==> config.mk <==
export PLATFORM = sky130hd
export DESIGN_NAME = cahr_grp
export DESIGN_NICKNAME = d
export VERILOG_FILES = /design/src/rtl/cahr_pkg.sv /design/src/rtl/cahr_grp.sv
export SDC_FILE = /design/constraint.sdc
export NUM_CORES = 1
export LEC_CHECK = 0
export BUFFER_PORTS_ARGS = -buffer_cell sky130_fd_sc_hd__buf_2
export CORE_MARGIN = 3
export CORE_UTILIZATION = 45
export DETAILED_ROUTE_END_ITERATION = 8
export PLACE_DENSITY_LB_ADDON = 0.25
export RECOVER_POWER = 50
export SLEW_MARGIN = 15
export SYNTH_ARGS = -nofsm -noshare
export SYNTH_HDL_FRONTEND = slang
export SYNTH_SLANG_ARGS = --single-unit
==> constraint.sdc <==
create_clock -name clk -period 5.15 [get_ports clk]
set_clock_uncertainty 0.2 [all_clocks]
set_input_delay 1.545 -clock clk [delete_from_list [all_inputs] [get_ports clk]]
set_output_delay 1.545 -clock clk [all_outputs]
set_load 0.02 [all_outputs]
==> src/rtl/cahr_pkg.sv <==
`timescale 1ns / 1ps
// ----------------------------------------------------------------------------
// cahr_pkg: shared types and constants for the client allow-list registry
// Request and response beats, table entry layout and group unit control.
// ----------------------------------------------------------------------------
package cahr_pkg;

	localparam int KEY_W   = 32;
	localparam int GRP_W   = 3;
	localparam int SLOT_W  = 14;
	localparam int COUNT_W = 15;

	localparam logic [KEY_W-1:0]   KEY_HASH_MASK = 32'h7fff_ffff;
	localparam logic [COUNT_W-1:0] COUNT_MAX     = 15'h7fff;

	typedef enum logic [1:0] {
		ACT_LOAD      = 2'd0,
		ACT_HEARTBEAT = 2'd1,
		ACT_DROP      = 2'd2,
		ACT_LOOKUP    = 2'd3
	} action_t;

	typedef enum logic [2:0] {
		ST_UNKNOWN    = 3'd0,
		ST_ALLOWED    = 3'd1,
		ST_REGISTERED = 3'd2,
		ST_NEW_REG    = 3'd3,
		ST_DROPPED    = 3'd4,
		ST_LOADED     = 3'd5,
		ST_FULL       = 3'd6
	} status_t;

	typedef struct packed {
		logic [1:0]       action;
		logic [KEY_W-1:0] client_key;
	} req_t;

	typedef struct packed {
		logic [2:0]        status;
		logic [GRP_W-1:0]  group;
		logic [SLOT_W-1:0] slot;
	} rsp_t;

	typedef struct packed {
		logic             valid;
		logic             registered;
		logic [GRP_W-1:0] group;
		logic [KEY_W-1:0] key;
	} entry_t;

	typedef struct packed {
		logic             start;
		logic             inc;
		logic             dec;
		logic [GRP_W-1:0] idx;
	} grp_cmd_t;

	typedef struct packed {
		logic             done;
		logic [GRP_W-1:0] best;
	} grp_stat_t;

endpackage

==> src/rtl/cahr_grp.sv <==
`timescale 1ns / 1ps
// ----------------------------------------------------------------------------
// cahr_grp: group load counters
// Saturating per-group counts and a serial least-loaded search, one group
// a cycle, lowest index winning ties.
// ----------------------------------------------------------------------------
module cahr_grp #(
	parameter int GROUPS = 5
) (
	input  logic                 clk,
	input  logic                 arst_n,
	input  cahr_pkg::grp_cmd_t   cmd,
	output cahr_pkg::grp_stat_t  stat
);

	localparam int GIW = (GROUPS > 1) ? $clog2(GROUPS) : 1;
	localparam int GW  = cahr_pkg::GRP_W;
	localparam int CW  = cahr_pkg::COUNT_W;
	// one bit wider than a group index so that a full set of eight still fits
	localparam logic [GW:0] GROUPS_X = (GW+1)'(GROUPS);

	logic [CW-1:0]  counts_q [GROUPS];
	logic           busy_q;
	logic           first_q;
	logic           done_q;
	logic [GIW-1:0] scan_q;
	logic [GIW-1:0] best_q;
	logic [CW-1:0]  best_cnt_q;

	logic [GIW-1:0] addr;
	logic [CW-1:0]  cnt;
	logic           take;
	logic [GIW-1:0] best_nxt;
	logic           idx_ok;

	assign addr     = busy_q ? scan_q : cmd.idx[GIW-1:0];
	assign cnt      = counts_q[addr];
	assign take     = first_q || (cnt < best_cnt_q);
	assign best_nxt = take ? scan_q : best_q;
	assign idx_ok   = ({1'b0, cmd.idx} < GROUPS_X);

	always_ff @(posedge clk or negedge arst_n) begin
		if (!arst_n) begin
			busy_q     <= 1'b0;
			first_q    <= 1'b0;
			done_q     <= 1'b0;
			scan_q     <= '0;
			best_q     <= '0;
			best_cnt_q <= '0;
			for (int i = 0; i < GROUPS; i++) begin
				counts_q[i] <= '0;
			end
		end else begin
			done_q <= 1'b0;
			if (busy_q) begin
				first_q <= 1'b0;
				best_q  <= best_nxt;
				if (take) begin
					best_cnt_q <= cnt;
				end
				if (scan_q == GIW'(GROUPS - 1)) begin
					busy_q <= 1'b0;
					done_q <= 1'b1;
				end else begin
					scan_q <= scan_q + GIW'(1);
				end
			end else if (cmd.start) begin
				busy_q  <= 1'b1;
				first_q <= 1'b1;
				scan_q  <= '0;
			end else if (cmd.inc && idx_ok) begin
				if (cnt < cahr_pkg::COUNT_MAX) begin
					counts_q[addr] <= cnt + CW'(1);
				end
			end else if (cmd.dec && idx_ok) begin
				if (cnt != '0) begin
					counts_q[addr] <= cnt - CW'(1);
				end
			end
		end
	end

	assign stat.done = done_q;
	assign stat.best = GW'(best_q);

`ifndef SYNTHESIS
	a_done_idle: assert property (@(posedge clk) disable iff (!arst_n)
		done_q |-> !busy_q)
		else $error("search done while still scanning");

	a_no_cmd_busy: assert property (@(posedge clk) disable iff (!arst_n)
		busy_q |-> !(cmd.start || cmd.inc || cmd.dec))
		else $error("group command during search");

	a_best_range: assert property (@(posedge clk) disable iff (!arst_n)
		done_q |-> ({1'b0, stat.best} < GROUPS_X))
		else $error("least-loaded group out of range");
`endif

endmodule

# Yosys cells after proc, flatten, opt, wreduce, memory -nomap -nowiden
# Index checks and enable logic that the tools add are counted.
# Widths: inputs -> output; s select.
totals:
  word_cells: 58
  input_bits: 8
  reg_bits: 99
  output_inout_bits: 4
classes:
  n_eq_ne: 3
  bitwise_logic: 3
  magnitude_cmp: 5
  n_mux: 22
  n_addsub: 3
  reduce_logical: 11
ops:
  columns: ["cell", "count"]
  rows:
  - ["$mux 75", 4]
  - ["$bwmux 75", 2]
  - ["$bmux 15 s3", 1]
  - ["$demux 15 s3", 1]
  - ["$mux 15", 3]
  - ["$add 15x1->15 const B", 1]
  - ["$lt 15x15->1", 1]
  - ["$lt 15x15->1 const B", 1]
  - ["$reduce_bool 15->1", 1]
  - ["$sub 15x1->15 const B", 1]
  - ["$mux 3", 4]
  - ["$mux 1", 7]
  - ["$reduce_bool 2->1", 3]
  - ["$reduce_and 5->1", 1]
  - ["$ge 4x4->1 const B", 1]
  - ["$lt 4x1->1 const B", 1]
  - ["$not 3->4", 1]
  - ["$reduce_and 2->1", 2]
  - ["$add 3x1->3 const B", 1]
  - ["$eq 3x3->1 const B", 1]
  - ["$logic_and 1x1->1", 3]
  - ["$lt 3x3->1 const B", 1]
  - ["$ne 2x1->1 const B", 1]
  - ["$ne 2x2->1 const B", 1]
  - ["other kinds (2)", 3]

# Logic depth before layout (Yosys ltp)
logic_depth:
  depth_word: 10
  ltp_mapped: 20
  mapped_depth_nobuf: 15

# Worst setup path before layout
# OpenSTA, ideal clock, no wires.
synth_timing:
  kind: "input -> register"
  startpoint: "input cmd[2] (netlist bit)"
  endpoint: "register best_cnt_q[10]"
  t_required_ns: 4.871
  setup_ns: 0.079
  path_buffers: 2
  stages: 16
  setup_slack_ns: 0.340
  t_arrival_ns: 4.531
  cell_sequence: "mux2_4 -> buf_6 -> and4_1 -> a221o_1 -> nor2_4 -> inv_2 -> ha_1 -> a21o_1 -> a21oi_1 -> o21ai_0 -> a31oi_1 -> o31ai_1 -> nand2_1 -> o21ai_1 -> buf_2 -> mux2i_1"
synth_via:
  elab_chain_cells: 8
synth_lines:
  columns: ["element", "line", "rtl"]
  rows:
  - ["from (decl)", "cahr_grp.sv:12", "input cahr_pkg::grp_cmd_t cmd,"]
  - ["$mux 3", "cahr_grp.sv:36", "assign addr = busy_q ? scan_q : cmd.idx[GIW-1:0];"]
  - ["$not 3->4 (not written as such)", "cahr_grp.sv:37", "assign cnt = counts_q[addr];"]
  - ["$bmux 15 s3", "cahr_grp.sv:37", null]
  - ["$mux 15 (not written as such) (2 in a row)", "cahr_grp.sv:37", null]
  - ["via cnt[9]", "cahr_grp.sv:31", "logic [CW-1:0] cnt;"]
  - ["$lt 15x15->1", "cahr_grp.sv:38", "assign take = first_q || (cnt < best_cnt_q);"]
  - ["$logic_or 1x1->1", "cahr_grp.sv:38", null]
  - ["$reduce_and 2->1 (no source line)", null, null]
  - ["to (signal assigned)", "cahr_grp.sv:59", "best_cnt_q <= cnt;"]
  - ["to (decl)", "cahr_grp.sv:28", "logic [CW-1:0] best_cnt_q;"]
# The timed path passes the listed nets, and every way through them passes these cells. The select of a mux whose other input is x is not followed.
# A chain may end at the register's enable or synchronous reset.

# Worst setup path in the final report
layout_timing:
  startpoint: "input cmd[2] (netlist bit)"
  endpoint: "register best_q[1]"
layout_via:
  elab_chain_cells: 8
layout_lines:
  columns: ["element", "line", "rtl"]
  rows:
  - ["$mux 3", "cahr_grp.sv:36", null]
  - ["$not 3->4 (not written as such)", "cahr_grp.sv:37", null]
  - ["$bmux 15 s3", "cahr_grp.sv:37", null]
  - ["$mux 15 (not written as such) (2 in a row)", "cahr_grp.sv:37", null]
  - ["via cnt[4]", "cahr_grp.sv:31", null]
  - ["$lt 15x15->1", "cahr_grp.sv:38", null]
  - ["$logic_or 1x1->1", "cahr_grp.sv:38", null]
  - ["$reduce_and 2->1 (no source line)", null, null]
  - ["to (signal assigned)", "cahr_grp.sv:57", "best_q <= best_nxt;"]
  - ["to (decl)", "cahr_grp.sv:27", "logic [GIW-1:0] best_q;"]
# The timed path passes the listed nets, and every way through them passes these cells. The select of a mux whose other input is x is not followed.

==> metrics.csv <==
stage,metric,value,unit
floorplan,ioPinCount,12,
grt,gr-usage-all-layers,20.08,%
floorplan,initial_utilization,46.56,%
grt,grt_pass1_wl,21.82,mm
min_path,hp-start,counts_q[66]$_DFFE_PN0P_,
routing,firstDrtPassIters,4,
routing,via_count,3896,
yosys,synth_top_area_share,43.75,%
yosys,netlist_area,5663,um^2
yosys,synth_top_cells_by_area,"dfrtp_1 44%, mux2_1 11%, mux2_4 6.1%",
cts,cts_root_buf,clkbuf_16,
final_layout,n_fill_cell,1100,
routing,viasPerCell,5.606,
yosys,ys.flop_type,dfrtp_1,
cts,clkLatencyLatePin,0.35,ns
cts,postCtsHoldBufs,0,
min_path,hold_class,reg -> reg,
floorplan,coreArea,12160,um^2
yosys,postSynthCellCount,489,
floorplan,die_y,118.2,um
setup_path,rr_worst_depth,11,
routing,detail_route.wl_per_cell,18.83,um
routing,ant_nets,0,
run_status,outcome,"complete, but fails checks",
cts,clkTransAtPathRegs,0.07,ns
cts,cts_tree,done,
yosys,yosysSeqAreaShare,43.75,%
final_layout,final_layout_size_suffix_gt1_share,22.01,%
yosys,ys_async_sr_fraction,100.0,%
setup_path,crit_fanout,13,
sta,final.setup.tns,0,ns
yosys,ys_warn_count,0,
power_and_ir_drop,pwr-share-seq,25.8,%
final_layout,n_antenna_cell,0,
sta,rsz0062_at_grt,no,
setup_path,reg2reg_from,busy_q$_DFF_PN0_,
setup_path,cp-start-kind,primary input,
yosys,synth_top_cell_by_area,dfrtp_1,
sta,layout_min_cycle_time,4.632,ns
power_and_ir_drop,combPwrFrac,59.4,%
sta,fmax,215.9,MHz
power_and_ir_drop,internal_power,2.700,mW
power_and_ir_drop,powerDensity,749.7,nW/um^2
routing,drt_iter0_drc,276,
final_layout,area_growth,13.06,%
sta,hold_viol,0,
final_layout,nets,548,
setup_path,worstSetupEndpointType,register,
sta,fin_crit_sh,89.94,%
final_layout,final_common_cell,dfrtp_1,
sta,drv_slew,102,
routing,route.detailed.drc,0,
setup_path,ff2ff_setup_slack,0.95,ns
power_and_ir_drop,p_leak,3.140,nW
cts,cts_buffers,9,
setup_path,crit_start,cmd[2],
setup_path,crit_type,in -> reg,
final_layout,multiInputGateArea,2882,um^2
grt,grt_max_degree,72,
floorplan,rows,40,
cts,cts_sinks,99,
grt,antenna_found_initial,0,
sta,setup_viol_count_final,0,
sta,worst_pin_slew,1.796,ns
cts,post_cts_buffers,0,
yosys,synth_cell_types,67,
yosys,synth_edf_count,0,
routing,wl,13.09,mm
job,drv_cap,2,
yosys,synth_fp_nets,515,
setup_path,crit_arrival,4.67,ns
min_path,holdPathEnd,counts_q[66]$_DFFE_PN0P_,
cts,htree_levels,3,
power_and_ir_drop,p_clk_share,14.8,%
final_layout,seq_area,2477,um^2
min_path,hold_path_depth,1,
cts,cts_resized,0,
floorplan,dieArea,13970,um^2
run_status,violations,"capacitance limit, slew limit",
grt,grt_pass1_vias,3924,
cts,clock_path_buffers,2,
yosys,syn_avg_cell_area,11.58,um^2
grt,overflow,0,
placed_design,portBuffers,11,
setup_path,critPathRequiredTime,5.19,ns
placed_design,dp_hpwl,9.506,mm
power_and_ir_drop,peakVddDrop,0.3126,mV
sta,slew_headroom,-19.70,%
power_and_ir_drop,p_sw_share,43.75,%
floorplan,die_w,118.2,um
power_and_ir_drop,net-switching-power,2.100,mW
final_layout,final_util,52.64,%
yosys,ys_seq_elements,99,
placed_design,gp_congestion,0.8733,
final_layout,final_cell_mix,"99 x dfrtp_1, 53 x mux2_1, 40 x nand2_1, 29 x inv_1, 29 x buf_4",
power by group through the flow:
| stage | clock network (mW) | registers [mW] | logic (mW) |
|---|---|---|---|
| 3_3_place_gp | 0 | 1.24 | 2.80 |
| 5_1_grt | 0.775 | 1.28 | 3.12 |
| 4_1_cts | 0.733 | 1.24 | 2.85 |
| 3_5_place_dp | 0 | 1.25 | 2.84 |
| 2_1_floorplan | 0 | 1.20 | 1.95 |
| 6_report | 0.710 | 1.24 | 2.85 |
Yosys cell counts, types with 3 or more instances:
library cell / n
mux2_4: 23
nor2_1: 15
nand3_1: 12
inv_1: 29
buf_6: 8
a21oi_1: 15
a31oi_1: 3
nand2_1: 40
mux2_1: 53
o21ai_0: 10
nand4_1: 8
o31ai_1: 3
or3b_1: 4
o221ai_1: 3
a21o_1: 3
mux2_2: 7
buf_4: 7
nand2_2: 3
mux2i_1: 23
xnor2_1: 14
buf_2: 9
a22o_1: 3
ha_1: 18
o22ai_1: 8
o21ai_1: 3
dfrtp_1: 99
nor3_1: 6
nor4_1: 6
flip-flops by register name, summed over array words and instances (netlist names), named ones only:
signal / flops
first_q: 1
scan_q: 3
counts_q: 70
best_cnt_q: 15
best_q: 3
busy_q: 1
done_q: 1
final cells by class:
| type | count | share of cell area (%) |
|---|---|---|
| Clock inverter | 7 | 1.505 |
| Tap cell | 168 | 3.283 |
| Clock buffer | 9 | 3.518 |
| Sequential cell | 99 | 38.69 |
| Inverter | 31 | 1.817 |
| Timing Repair Buffer | 47 | 6.175 |
| Multi-Input combinational cell | 334 | 45.01 |
worst max-delay path by stage:
stage	to	slack [ns]	cells past startpoint
2_1_floorplan	best_cnt_q[10]$_DFFE_PN0P_	0.34	16
3_3_place_gp	best_q[0]$_DFFE_PN0P_	0.19	17
3_5_place_dp	register	0.16	11
4_1_cts	register	0.54	11
5_1_grt	best_q[0]$_DFFE_PN0P_	0.26	17
6_report	best_q[1]$_DFFE_PN0P_	0.52	17
critical path, stage by stage:
cell and delay [ns]:
buf_2 0.13, mux2_4 0.38, nor2_1 0.35, nand3_1 0.15
nand2_1 0.21, inv_1 0.12, ha_1 0.31, a21oi_1 0.06
nor2b_1 0.11, o21ai_0 0.08, nand2b_1 0.10, a41oi_1 0.06
o31ai_1 0.22, nand2_1 0.12, o21ai_2 0.19, buf_4 0.20
mux2_2 0.33
kinds of logic (layout without fill, tap and decap cells):
group	after synthesis	in the layout	share of synthesized area, %
AND/OR/NAND/NOR	119	119	11.51
AO/OA/AOI/OAI	74	74	10.19
XOR/XNOR	14	14	2.165
multiplexers	109	109	22.98
buffers and inverters	56	94	5.435
flip-flops	99	99	43.75
adder cells (fa/ha/maj)	18	18	3.977
metrics by stage:
step | hold WS, ns | setup WS [ns] | instances | total power [mW] | area, um^2
floorplan | 0.2576 | 0.3398 | 489 | 3.143 | 5663
global placement | 0.2723 | 0.1915 | 679 | 4.037 | 6088
detailed placement | 0.2802 | 0.1574 | 679 | 4.092 | 6088
CTS | 0.2970 | 0.5412 | 695 | 4.826 | 6410
global route | 0.3065 | 0.2650 | 695 | 5.172 | 6402
finish | 0.2905 | 0.5183 | 695 | 4.800 | 6402
metal layers:
layer,GRT usage [%],share of wire [%]
met4,4.908,1.2
met5,0,0
met1,29.76,50
met2,29.47,44
met3,5.024,5.0
No activity file was read; power rests on OpenSTA's default activity.
